## config.mk

```make
export PLATFORM = sky130hd
export DESIGN_NAME = adaptive_split_ratio_balancer_top_flat
export DESIGN_NICKNAME = d
export VERILOG_FILES = /design/src/asrb_pkg.sv /design/src/asrb_if.sv /design/src/asrb_div.sv /design/src/adaptive_split_ratio_balancer_top.sv /design/src/flat_wrapper.sv
export SDC_FILE = /design/constraint.sdc
export NUM_CORES = 1
export LEC_CHECK = 0
export BUFFER_PORTS_ARGS = -buffer_cell sky130_fd_sc_hd__buf_2
export CORE_MARGIN = 1.5
export CORE_UTILIZATION = 60
export DETAILED_ROUTE_END_ITERATION = 8
export GPL_TIMING_DRIVEN = 0
export HOLD_SLACK_MARGIN = 0.12
export PLACE_DENSITY = 0.78
export SLEW_MARGIN = 10
export SYNTH_ARGS = -nofsm -noshare
export SYNTH_HDL_FRONTEND = slang
export SYNTH_SLANG_ARGS = --single-unit
export TNS_END_PERCENT = 100
```

## constraint.sdc

```tcl
create_clock -name clk -period 17.9 [get_ports clk]
set_input_delay 1.79 -clock clk [delete_from_list [all_inputs] [get_ports clk]]
set_output_delay 1.79 -clock clk [all_outputs]
set_load 0.005 [all_outputs]
```

## src/asrb_pkg.sv

```systemverilog
// Package: shared types, constants and helpers for the split ratio balancer.
`default_nettype none

package asrb_pkg;

  // Share limits in Q0.16
  localparam logic [15:0] SHARE_MIN = 16'd3277;
  localparam logic [15:0] SHARE_MAX = 16'd62259;
  localparam logic [15:0] SHARE_ONE = 16'd65535;

  // Tiles per ms scale: 1000 us per ms
  localparam logic [9:0] US_PER_MS = 10'd1000;

  // Execution modes
  localparam logic [1:0] MODE_CPU      = 2'd0;
  localparam logic [1:0] MODE_GPU      = 2'd1;
  localparam logic [1:0] MODE_FIXED    = 2'd2;
  localparam logic [1:0] MODE_ADAPTIVE = 2'd3;

  // Register indexes
  localparam logic [2:0] REG_MODE     = 3'd0;
  localparam logic [2:0] REG_INIT     = 3'd1;
  localparam logic [2:0] REG_INTERVAL = 3'd2;
  localparam logic [2:0] REG_DEADBAND = 3'd3;
  localparam logic [2:0] REG_MAXSTEP  = 3'd4;

  // Divider widths
  localparam int REM_W = 33;
  localparam int LOW_W = 32;
  localparam int CNT_W = 6;

  // Divider request and response
  typedef struct packed {
    logic             start;
    logic [REM_W-1:0] rem;   // upper part of dividend, below den
    logic [LOW_W-1:0] low;   // remaining dividend bits, left aligned
    logic [REM_W-1:0] den;
    logic [CNT_W-1:0] steps; // quotient bits to produce
  } div_req_t;

  typedef struct packed {
    logic             busy;
    logic             done;
    logic [LOW_W-1:0] quo;
  } div_rsp_t;

  // Share after (re)initialisation for a given mode
  function automatic logic [15:0] init_share(input logic [1:0] mode, input logic [15:0] ratio);
    logic [15:0] r;
    begin
      r = ratio;
      if (mode == MODE_CPU) begin
        r = 16'd0;
      end else if (mode == MODE_GPU) begin
        r = SHARE_ONE;
      end else if (ratio < SHARE_MIN) begin
        r = SHARE_MIN;
      end else if (ratio > SHARE_MAX) begin
        r = SHARE_MAX;
      end
      return r;
    end
  endfunction

endpackage

`default_nettype wire

```

## src/asrb_if.sv

```systemverilog
// Interfaces: frame report channel and share result channel.
`default_nettype none

interface asrb_frame_if;
  logic        valid;
  logic        ready;
  logic [15:0] cpu_tile_count;
  logic [23:0] cpu_time_us;
  logic [15:0] gpu_tile_count;
  logic [23:0] gpu_time_us;

  modport source (output valid, output cpu_tile_count, output cpu_time_us,
                  output gpu_tile_count, output gpu_time_us, input ready);
  modport sink   (input valid, input cpu_tile_count, input cpu_time_us,
                  input gpu_tile_count, input gpu_time_us, output ready);
endinterface

interface asrb_share_if;
  logic        valid;
  logic        ready;
  logic [15:0] gpu_share;
  logic        share_changed;

  modport source (output valid, output gpu_share, output share_changed, input ready);
  modport sink   (input valid, input gpu_share, input share_changed, output ready);
endinterface

`default_nettype wire

```

## src/asrb_div.sv

```systemverilog
// Shared restoring divider, one quotient bit per cycle.
`default_nettype none

module asrb_div
  import asrb_pkg::*;
(
  input  wire logic     clk,
  input  wire logic     rst,
  input  wire div_req_t req,
  output div_rsp_t      rsp
);

  logic [REM_W-1:0] rem;
  logic [LOW_W-1:0] low;
  logic [REM_W-1:0] den;
  logic [CNT_W-1:0] cnt;
  logic             busy;
  logic             done;

  // One trial subtraction
  logic [REM_W:0]   cand;
  logic [REM_W:0]   diff;
  logic             ge;
  logic [REM_W-1:0] rem_next;

  always_comb begin
    cand     = {rem, low[LOW_W-1]};
    diff     = cand - {1'b0, den};
    ge       = (cand >= {1'b0, den});
    rem_next = ge ? diff[REM_W-1:0] : cand[REM_W-1:0];
  end

  always_ff @(posedge clk) begin
    if (rst) begin
      busy <= 1'b0;
      done <= 1'b0;
      cnt  <= '0;
    end else begin
      done <= 1'b0;
      if (req.start && !busy) begin
        rem  <= req.rem;
        low  <= req.low;
        den  <= req.den;
        cnt  <= req.steps;
        busy <= 1'b1;
      end else if (busy) begin
        rem <= rem_next;
        low <= {low[LOW_W-2:0], ge};
        cnt <= cnt - CNT_W'(1);
        if (cnt == CNT_W'(1)) begin
          busy <= 1'b0;
          done <= 1'b1;
        end
      end
    end
  end

  assign rsp.busy = busy;
  assign rsp.done = done;
  assign rsp.quo  = low;

endmodule

`default_nettype wire

```

## src/adaptive_split_ratio_balancer_top.sv

```systemverilog
// Top level: split ratio balancer with APB register port and sequencer.
// In adaptive mode a word runs two rate divides (32 quotient bits each) and one target
//   divide (16 quotient bits), all on the shared divider; a rate divide is left out
//   when its sample is skipped or saturated, the target divide with the adjustment.
// Other modes go straight to emit. A word is taken in idle, also while a result waits.
// Reset: synchronous, active high; defaults loaded, estimates and phase cleared.
`default_nettype none

module adaptive_split_ratio_balancer_top
  import asrb_pkg::*;
(
  input  wire logic        clk,
  input  wire logic        rst,
  asrb_frame_if.sink       frame,
  asrb_share_if.source     result,
  input  wire logic        psel,
  input  wire logic        penable,
  input  wire logic        pwrite,
  input  wire logic [4:0]  paddr,
  input  wire logic [31:0] pwdata,
  output logic [31:0]      prdata,
  output logic             pready
);

  typedef enum logic [10:0] {
    S_IDLE   = 11'b000_0000_0001,
    S_PROD   = 11'b000_0000_0010,
    S_DSTART = 11'b000_0000_0100,
    S_DWAIT  = 11'b000_0000_1000,
    S_EWMA   = 11'b000_0001_0000,
    S_PHASE  = 11'b000_0010_0000,
    S_TSTART = 11'b000_0100_0000,
    S_TWAIT  = 11'b000_1000_0000,
    S_ADJ1   = 11'b001_0000_0000,
    S_ADJ2   = 11'b010_0000_0000,
    S_EMIT   = 11'b100_0000_0000
  } state_t;

  // Configuration registers
  logic [1:0]  exec_mode;
  logic [15:0] initial_ratio;
  logic [15:0] adj_period;
  logic [15:0] deadband;
  logic [15:0] max_step;

  // Block state
  logic [31:0] cpu_est;
  logic [31:0] gpu_est;
  logic [15:0] frame_phase;
  logic [15:0] share;

  // Sequencer and working registers
  state_t      state;
  logic        eng;
  logic [15:0] cpu_cnt;
  logic [23:0] cpu_time;
  logic [15:0] gpu_cnt;
  logic [23:0] gpu_time;
  logic [15:0] share_before;
  logic [25:0] prod;
  logic [31:0] sample;
  logic [15:0] target;
  logic signed [17:0] delta;
  logic        adj;

  logic        out_valid;
  logic [15:0] out_share;
  logic        out_changed;

  div_req_t    div_req;
  div_rsp_t    div_rsp;

  asrb_div u_div (
    .clk (clk),
    .rst (rst),
    .req (div_req),
    .rsp (div_rsp)
  );

  // APB decode
  logic       cfg_wr;
  logic [2:0] cfg_idx;
  logic       cfg_hit;
  logic [1:0] mode_next;
  logic [15:0] init_next;

  assign pready  = 1'b1;
  assign cfg_wr  = psel && penable && pwrite && pready;
  assign cfg_idx = paddr[4:2];
  assign cfg_hit = cfg_wr && (cfg_idx <= REG_MAXSTEP);

  always_comb begin
    mode_next = exec_mode;
    init_next = initial_ratio;
    if (cfg_wr && cfg_idx == REG_MODE) begin
      mode_next = pwdata[1:0];
    end
    if (cfg_wr && cfg_idx == REG_INIT) begin
      init_next = pwdata[15:0];
    end
  end

  always_ff @(posedge clk) begin
    if (rst) begin
      exec_mode     <= MODE_ADAPTIVE;
      initial_ratio <= 16'd32768;
      adj_period    <= 16'd1;
      deadband      <= 16'd1966;
      max_step      <= 16'd6554;
    end else if (cfg_wr) begin
      unique case (cfg_idx)
        REG_MODE:     exec_mode     <= pwdata[1:0];
        REG_INIT:     initial_ratio <= pwdata[15:0];
        REG_INTERVAL: adj_period    <= pwdata[15:0];
        REG_DEADBAND: deadband      <= pwdata[15:0];
        REG_MAXSTEP:  max_step      <= pwdata[15:0];
        default: ;
      endcase
    end
  end

  // Register read-back
  always_comb begin
    unique case (cfg_idx)
      REG_MODE:     prdata = {30'd0, exec_mode};
      REG_INIT:     prdata = {16'd0, initial_ratio};
      REG_INTERVAL: prdata = {16'd0, adj_period};
      REG_DEADBAND: prdata = {16'd0, deadband};
      REG_MAXSTEP:  prdata = {16'd0, max_step};
      default:      prdata = 32'd0;
    endcase
  end

  // Selected engine
  logic [15:0] sel_tiles;
  logic [23:0] sel_time;
  logic [31:0] sel_est;

  assign sel_tiles = eng ? gpu_cnt  : cpu_cnt;
  assign sel_time  = eng ? gpu_time : cpu_time;
  assign sel_est   = eng ? gpu_est  : cpu_est;

  // Rate sample overflow: dividend bits above 32 against the time
  logic sample_sat;
  assign sample_sat = ({14'd0, prod[25:16]} >= sel_time);

  // EWMA, alpha 1/4
  logic [33:0] ewma_sum;
  logic [31:0] est_new;
  always_comb begin
    ewma_sum = {2'b00, sample} + {2'b00, sel_est} + {1'b0, sel_est, 1'b0};
    est_new  = (sel_est == 32'd0) ? sample : ewma_sum[33:2];
  end

  // Phase counter
  logic [15:0] interval;
  logic [16:0] phase_inc;
  assign interval  = (adj_period == 16'd0) ? 16'd1 : adj_period;
  assign phase_inc = {1'b0, frame_phase} + 17'd1;

  // Difference to the target, its magnitude for the deadband, step limited to max_step
  logic signed [17:0] diff;
  logic signed [17:0] mag;
  logic signed [17:0] ms;
  logic signed [17:0] step;
  always_comb begin
    diff = $signed({2'b00, target}) - $signed({2'b00, share});
    mag  = (diff < 0) ? -diff : diff;
    ms   = $signed({2'b00, max_step});
    priority if (diff > ms) begin
      step = ms;
    end else if (diff < -ms) begin
      step = -ms;
    end else begin
      step = diff;
    end
  end

  // New share, clamped to the band
  logic signed [17:0] moved;
  logic [15:0]        share_adj;
  always_comb begin
    moved = $signed({2'b00, share}) + delta;
    priority if (moved < $signed({2'b00, SHARE_MIN})) begin
      share_adj = SHARE_MIN;
    end else if (moved > $signed({2'b00, SHARE_MAX})) begin
      share_adj = SHARE_MAX;
    end else begin
      share_adj = moved[15:0];
    end
  end

  // Divider requests
  always_comb begin
    div_req       = '0;
    div_req.start = 1'b0;
    if (state == S_DSTART) begin
      div_req.start = !(sel_tiles == 16'd0 || sel_time == 24'd0) && !sample_sat;
      div_req.rem   = {23'd0, prod[25:16]};
      div_req.low   = {prod[15:0], 16'd0};
      div_req.den   = {9'd0, sel_time};
      div_req.steps = CNT_W'(32);
    end else if (state == S_TSTART) begin
      div_req.start = 1'b1;
      div_req.rem   = {1'b0, gpu_est};
      div_req.low   = '0;
      div_req.den   = {1'b0, cpu_est} + {1'b0, gpu_est};
      div_req.steps = CNT_W'(16);
    end
  end

  // No word is taken while a register write reinitialises the state
  assign frame.ready = (state == S_IDLE) && !cfg_hit;

  // Result word leaves emit once the output register is free and no register write hits
  logic emit_go;
  assign emit_go = (state == S_EMIT) && !cfg_hit && (!out_valid || result.ready);

  always_ff @(posedge clk) begin
    if (rst) begin
      out_valid <= 1'b0;
    end else if (emit_go) begin
      out_valid <= 1'b1;
    end else if (result.ready) begin
      out_valid <= 1'b0;
    end
  end

  // Sequencer and state update
  always_ff @(posedge clk) begin
    if (rst) begin
      state       <= S_IDLE;
      eng         <= 1'b0;
      cpu_est     <= '0;
      gpu_est     <= '0;
      frame_phase <= '0;
      share       <= init_share(MODE_ADAPTIVE, 16'd32768);
      adj         <= 1'b0;
    end else begin
      if (cfg_hit) begin
        cpu_est     <= '0;
        gpu_est     <= '0;
        frame_phase <= '0;
        share       <= init_share(mode_next, init_next);
      end else begin
        unique case (state)
          S_IDLE: begin
            if (frame.valid) begin
              cpu_cnt      <= frame.cpu_tile_count;
              cpu_time     <= frame.cpu_time_us;
              gpu_cnt      <= frame.gpu_tile_count;
              gpu_time     <= frame.gpu_time_us;
              share_before <= share;
              eng          <= 1'b0;
              state        <= (exec_mode == MODE_ADAPTIVE) ? S_PROD : S_EMIT;
            end
          end
          S_PROD: begin
            prod  <= {10'd0, sel_tiles} * {16'd0, US_PER_MS};
            state <= S_DSTART;
          end
          S_DSTART: begin
            if (sel_tiles == 16'd0 || sel_time == 24'd0) begin
              eng   <= 1'b1;
              state <= eng ? S_PHASE : S_PROD;
            end else if (sample_sat) begin
              sample <= 32'hFFFF_FFFF;
              state  <= S_EWMA;
            end else begin
              state <= S_DWAIT;
            end
          end
          S_DWAIT: begin
            if (div_rsp.done) begin
              sample <= div_rsp.quo;
              state  <= S_EWMA;
            end
          end
          S_EWMA: begin
            if (eng) begin
              gpu_est <= est_new;
              state   <= S_PHASE;
            end else begin
              cpu_est <= est_new;
              eng     <= 1'b1;
              state   <= S_PROD;
            end
          end
          S_PHASE: begin
            if (phase_inc >= {1'b0, interval}) begin
              frame_phase <= '0;
              state <= (cpu_est != 32'd0 && gpu_est != 32'd0) ? S_TSTART : S_EMIT;
            end else begin
              frame_phase <= phase_inc[15:0];
              state       <= S_EMIT;
            end
          end
          S_TSTART: begin
            state <= S_TWAIT;
          end
          S_TWAIT: begin
            if (div_rsp.done) begin
              target <= div_rsp.quo[15:0];
              state  <= S_ADJ1;
            end
          end
          S_ADJ1: begin
            adj   <= (mag >= $signed({2'b00, deadband}));
            delta <= step;
            state <= S_ADJ2;
          end
          S_ADJ2: begin
            if (adj) begin
              share <= share_adj;
            end
            state <= S_EMIT;
          end
          S_EMIT: begin
            if (emit_go) begin
              out_share   <= share;
              out_changed <= (share != share_before);
              state       <= S_IDLE;
            end
          end
          default: state <= S_IDLE;
        endcase
      end
    end
  end

  assign result.valid         = out_valid;
  assign result.gpu_share     = out_share;
  assign result.share_changed = out_changed;

  // Checks
  a_share_band: assert property (@(posedge clk) disable iff (rst)
    (exec_mode == MODE_ADAPTIVE && state == S_IDLE) |->
      (share >= SHARE_MIN && share <= SHARE_MAX))
    else $error("adaptive share outside band");

  a_div_no_restart: assert property (@(posedge clk) disable iff (rst)
    div_req.start |-> !div_rsp.busy)
    else $error("divider started while busy");

  a_emit_origin: assert property (@(posedge clk) disable iff (rst)
    $rose(result.valid) |-> $past(state == S_EMIT))
    else $error("result word not from emit step");

  a_changed_mode: assert property (@(posedge clk) disable iff (rst)
    (result.valid && result.share_changed) |-> exec_mode == MODE_ADAPTIVE)
    else $error("share changed outside adaptive mode");

endmodule

`default_nettype wire

```

## src/flat_wrapper.sv

```systemverilog
// flat-port wrapper written by rule: the top's interface ports become plain ports
module adaptive_split_ratio_balancer_top_flat import asrb_pkg::*;
  (clk, rst, psel, penable, pwrite, paddr, pwdata, prdata, pready, frame_valid, frame_cpu_tile_count, frame_cpu_time_us, frame_gpu_tile_count, frame_gpu_time_us, frame_ready, result_valid, result_gpu_share, result_share_changed, result_ready);
  asrb_frame_if frame_i ();
  asrb_share_if result_i ();
  input  wire logic clk;
  input  wire logic rst;
  input  wire logic psel;
  input  wire logic penable;
  input  wire logic pwrite;
  input  wire logic [4:0] paddr;
  input  wire logic [31:0] pwdata;
  output logic [31:0] prdata;
  output logic pready;
  input wire logic [$bits(frame_i.valid)-1:0] frame_valid;
  input wire logic [$bits(frame_i.cpu_tile_count)-1:0] frame_cpu_tile_count;
  input wire logic [$bits(frame_i.cpu_time_us)-1:0] frame_cpu_time_us;
  input wire logic [$bits(frame_i.gpu_tile_count)-1:0] frame_gpu_tile_count;
  input wire logic [$bits(frame_i.gpu_time_us)-1:0] frame_gpu_time_us;
  output wire logic [$bits(frame_i.ready)-1:0] frame_ready;
  output wire logic [$bits(result_i.valid)-1:0] result_valid;
  output wire logic [$bits(result_i.gpu_share)-1:0] result_gpu_share;
  output wire logic [$bits(result_i.share_changed)-1:0] result_share_changed;
  input wire logic [$bits(result_i.ready)-1:0] result_ready;
  assign frame_i.valid = frame_valid;
  assign frame_i.cpu_tile_count = frame_cpu_tile_count;
  assign frame_i.cpu_time_us = frame_cpu_time_us;
  assign frame_i.gpu_tile_count = frame_gpu_tile_count;
  assign frame_i.gpu_time_us = frame_gpu_time_us;
  assign frame_ready = frame_i.ready;
  assign result_valid = result_i.valid;
  assign result_gpu_share = result_i.gpu_share;
  assign result_share_changed = result_i.share_changed;
  assign result_i.ready = result_ready;
  adaptive_split_ratio_balancer_top u_core (.clk(clk), .rst(rst), .frame(frame_i), .result(result_i), .psel(psel), .penable(penable), .pwrite(pwrite), .paddr(paddr), .pwdata(pwdata), .prdata(prdata), .pready(pready));
endmodule
```

* Word level (Yosys, flattened, before mapping)
Cells that the tools add are included.
Word-level totals: flip-flop bits (word level) 484, output and inout bits 52, word-level logic and storage cells 194
Cells by class: multipliers 1, $lt $le $gt $ge 12, multiplexer cells 54, equal/unequal tests 26, reduce and logical (&&, ||, !) cells 54, bitwise gates (word level) 5, add/sub/neg operators 10
Operators with widths (count):
- $mux 16 | 14
- $mux 32 | 7
- $mux 105 | 2
- $pmux 11 s11 | 1
- $mux 33 | 3
- $mux 11 | 8
- $pmux 16 s5 | 1
- $add 32x32->33 | 2
- $pmux 32 s2 | 1
- $reduce_bool 32->1 | 2
- $mux 18 | 2
- $add 34x33->34 | 1
- $ge 34x33->1 | 1
- $sub 33x33->33 | 1
- $logic_not 16->1 | 2
- $logic_not 32->1 | 1
- $ge 10x24->1 | 1
- $logic_not 24->1 | 1
- $mux 24 | 1
- $mul 16x7->23 const B | 1
- $reduce_and 2->1 | 11
- $add 17x18->18 | 1
- $ge 18x17->1 | 1
- $gt 18x17->1 const B | 1
- other kinds (52) | 95

* Longest topological paths before layout
word-level depth 10, gate-level depth with buffers 26, mapped depth without buffers 24

* Cells and area by module
A second synthesis with hierarchy kept.
Unflattened totals: cell total of the unflattened synthesis 3648, area, all modules 34022.6 µm²
Modules (own cells, without submodules):
- adaptive_split_ratio_balancer_top | times used 1, cells an instance 2932, area each 27373.8 µm²
- asrb_div | times used 1, cells an instance 716, area each 6648.9 µm²

* Worst setup path after synthesis
OpenSTA, ideal clock, no wires.
path kind reg-to-reg, from register u_core.eng, to register u_core.prod[25] (data pin), path buffers 4, arrival 6.321 ns, stages on the path, launching flop included 23, required time 17.640 ns, setup time 0.260 ns, slack 11.319 ns, cell sequence dfxtp_1 buf_1 clkbuf_1 clkbuf_1 buf_1 mux2i_1 inv_1 fa_1 fa_1 inv_1 fa_1 inv_1 fa_1 ha_1 inv_1 o21bai_1 a21oi_1 o21ai_0 a41oi_1 o2111ai_1 a31o_2 a21oi_1 xnor2_1
On the way: longest elaborated chain between the ends 2
RTL lines:
- start: declaration | line adaptive_split_ratio_balancer_top.sv:54 | logic eng;
- start signal: assignment | line adaptive_split_ratio_balancer_top.sv:233 | eng <= 1'b0;
- start signal: assignment | line adaptive_split_ratio_balancer_top.sv:254 | eng <= 1'b0;
- start signal: assignment | line adaptive_split_ratio_balancer_top.sv:264 | eng <= 1'b1;
- $mux 16 | line adaptive_split_ratio_balancer_top.sv:139 | assign sel_tiles = eng ? gpu_cnt : cpu_cnt;
- $mul 16x7->23 | line adaptive_split_ratio_balancer_top.sv:259 | prod <= {10'd0, sel_tiles} * {16'd0, US_PER_MS};
- end signal: assignment | line adaptive_split_ratio_balancer_top.sv:259
- end: declaration | line adaptive_split_ratio_balancer_top.sv:60 | logic [25:0] prod;
Every way passes these cells. A chain may end at the register's enable or synchronous reset.

* Worst setup path in the final report
Same ends and word-level chain as after synthesis.

==> impl_metrics.ini <==
[yosys]
synth_flop_cell = edfxtp_1
yosysUniqueCellTypes = 83
synth_top_area_cell = edfxtp_1
synth_seq_cells = 484
syn_area_per_cell_um2 = 9.40
async_flop_share_pct = 0
synthTopCellsByArea = edfxtp_1 (26%), ha_1 (11%), dfxtp_1 (11%)
synth_top_area_share_pct = 26.3
ys_seq_area_share_pct = 37.1
syn_area_um2 = 34200
synth-edff-count = 300
syn-instance-count = 3644
yosys_warnings = 0

[power]
vdd_ir_drop_max_mv = 0.120
switching_share_pct = 36.1
power_frac_comb_pct = 40.6
seqPwrFrac_pct = 32.8
p_int_uw = 2630
leakage_uw = 0.0156
power_switching_uw = 1490
powerDensity_nw_per_um2 = 109
clkPwrFrac_pct = 26.7

[critical_path]
path_cells = buf_1, clkbuf_1, clkbuf_1, buf_1, mux2i_1, inv_1, fa_1, fa_1, inv_1, fa_1, inv_1, fa_1, ha_1, inv_1, o21bai_1, a21oi_1, o21ai_0, a41oi_1, o2111ai_1, a31o_2, a21oi_1, xnor2_1
cp-start-kind = flip-flop
crit_type = flip-flop to flip-flop
path_max_fanout = 10
cp.required_ns = 18.26
slowest_stage = buf_1
end_kind = flip-flop
cp.arrival_ns = 8.69
slowest_delay_ns = 0.86

[layout]
syn_to_final_growth_pct = 10.6
drive_above_1_share_pct = 10.1
nNetsFinal = 4345

[global_routing]
grtUsageTotal_pct = 33.3
grt_max_degree = 65
grt_pass1_wl_mm = 153
grt_pass1_vias = 27500
grt_antenna_before_repair = 3
grt_overflow = 0

[cts]
postCtsSetupBuffers = 0
ctsRootBufferMaster = clkbuf_16
clkTransAtPathRegs_ns = 0.06
postCtsHoldBufs = 0
htree_levels = 2
cts_resized = 0
cts_buffer_depth = 3
cts_buffers = 52
cts.sinks = 484
cts_tree = built
clkLatencyLatePin_ns = 0.62

[sta]
layout_min_cycle_time_ns = 8.33
rsz0062_at_grt = no
max_freq_mhz = 120
fin_setup_tns_ns = 0
worstMarginPinSlew_ns = 1.38
hold_ws_ns = 0.470
maxSlewViolCount = 0
post-route-period-util_pct = 46.5
hold_viol_final = 0
relSlewSlack_pct = 7.16
setup-violations-final = 0
fin_skew_ns = 0.0320

[detailed_routing]
topRoutingLayerUsed = met5
drc = 0
via_per_inst = 6.30
wl_met3_mm = 11.1
dr_total_vias = 29400
met1Wirelength_mm = 42.8
wl_per_cell_um = 21.4
ant_nets = 0
wirelength_mm = 99.7
wl_met2_mm = 42.7
drt-pass1-iter-count = 6
drtIter0Drc = 3152

[placed_design]
dp_hpwl_mm = 78.5
gp_congestion = 1.00
port_buffers = 139

[status]
outcome = finished clean

[floorplan]
die_w_um = 242
row_count = 87
die_area_um2 = 58500
initial_core_util_pct = 60.7
ios = 176
core_um2 = 56400
die_height_um = 242

[flow_run]
cap_violations = 0

[min_path]
hold_class = flip-flop to flip-flop
-- power groups by stage --
stage | Clock [uW] | Sequential, uW | Combinational, uW
final | 1100 | 1350 | 1670
after global routing | 1150 | 1350 | 1870
after CTS | 1110 | 1350 | 1660
after detailed placement | 0 | 1370 | 1640
after global placement | 0 | 1370 | 1590
after floorplan | 0 | 1360 | 1280
-- metrics by stage --
stage	setup slack, ns	instances	area [um2]	total power (uW)	utilization [%]
after global placement	8.59	4554	35900	2960	63.7
after floorplan	11.32	3659	34300	2640	-
final	9.57	4659	37900	4120	67.2
after detailed placement	9.65	4563	36100	3010	64.1
after global routing	9.11	4658	37900	4370	67.2
after CTS	9.66	4658	37900	4110	67.2
-- final timing paths --
kind,from,end,slack (ns),cells after the start
max,u_core.eng,u_core.prod[25],9.57,22
min,u_core.frame_phase[4],u_core.frame_phase[4],0.47,2
max reg2reg,u_core.eng,u_core.prod[25],9.57,22
min reg2reg,u_core.frame_phase[4],u_core.frame_phase[4],0.47,2
-- cells in the mapped netlist (12+ instances only) --
cell type	instances
o31ai_1	16
o211ai_1	36
fa_1	60
mux2_2	52
clkbuf_1	114
buf_1	14
nor2_1	217
or3_1	25
o21ai_0	182
and3_1	55
or2_2	48
xnor2_1	133
inv_1	250
nand4_1	32
o21a_1	36
nand3_1	88
ha_1	300
xor2_1	61
mux2i_1	111
nor2b_1	36
a31oi_1	38
nand4b_1	12
nand2b_1	33
nor4_1	52
buf_4	18
o22ai_1	37
dfxtp_1	184
edfxtp_1	300
a21oi_1	263
o21bai_1	26
a21boi_0	16
a22oi_1	37
a211oi_1	61
nand2_1	327
a21o_1	84
and2_1	28
nor3_1	55
nor3b_1	16
-- sequential cells by signal, indices dropped and copies added (netlist names), 6 cells and up --
signal,cells
u_core.deadband,16
u_core.u_div.cnt,6
u_core.u_div.den,33
u_core.u_div.rem,33
u_core.result.gpu_share,16
u_core.cpu_time,24
u_core.initial_ratio,16
u_core.share_before,16
u_core.max_step,16
u_core.cpu_est,32
u_core.state,11
u_core.frame_phase,16
u_core.gpu_est,32
u_core.delta,18
u_core.prod,23
u_core.share,16
u_core.gpu_time,24
u_core.gpu_cnt,16
u_core.target,16
u_core.sample,32
u_core.cpu_cnt,16
u_core.adj_period,16
u_core.u_div.low,32
-- final cells by class --
class | count | area (um2)
multi-input cells | 2774 | 20100
fillers | 4598 | 18500
flip-flops and latches | 484 | 12700
clock buffers | 72 | 1540
inverters | 252 | 946
well taps | 756 | 946
repair buffers | 148 | 847
plain buffers | 149 | 632
clock inverters | 23 | 199
diodes | 1 | 2.50
-- metal layers --
metal / GRT usage, % / up-vias
li1: - / 13800
met1: 47.8 / 13900
met2: 50.7 / 1419
met3: 6.24 / 218
met4: 10.5 / 2
met5: 0 / -
-- kinds of logic after synthesis --
| family | count (synthesis) | synth area share (%) |
|---|---|---|
| AOI/OAI and AO/OA | 963 | 18.2 |
| xor gates and xnor gates | 194 | 4.96 |
| adders and majority gates | 360 | 14.5 |
| buffers and inverters | 401 | 4.60 |
| DFF | 484 | 37.1 |
| muxes | 163 | 4.95 |
| other | 2 | 0.0219 |
| and+or+nand+nor | 1077 | 15.7 |
-- layout by cell type, fill, tap and decap left out, types with 33 or more instances in the layout --
cell type	count
nand2_1	327
ha_1	300
edfxtp_1	300
a21oi_1	263
inv_1	250
nor2_1	212
dfxtp_1	184
o21ai_0	182
buf_2	142
xnor2_1	133
clkbuf_1	120
mux2i_1	111
nand3_1	88
a21o_1	84
xor2_1	61
a211oi_1	60
fa_1	60
clkbuf_16	56
nor3_1	55
and3_1	54
mux2_2	52
nor4_1	51
or2_2	48
a31oi_1	38
a22oi_1	37
o22ai_1	37
nor2b_1	36
o21a_1	36
o211ai_1	36
nand2b_1	33
-- worst max-delay path, delay by kind of cell (launching register included) --
kind	cells	cell delay [ns]
buffers and inverters	8	3.06
adder cells (fa/ha/maj)	5	2.35
AO/OA/AOI/OAI	7	1.61
multiplexers	1	0.55
flip-flops	1	0.37
XOR/XNOR	1	0.09
(Power assumes the default switching activity.)
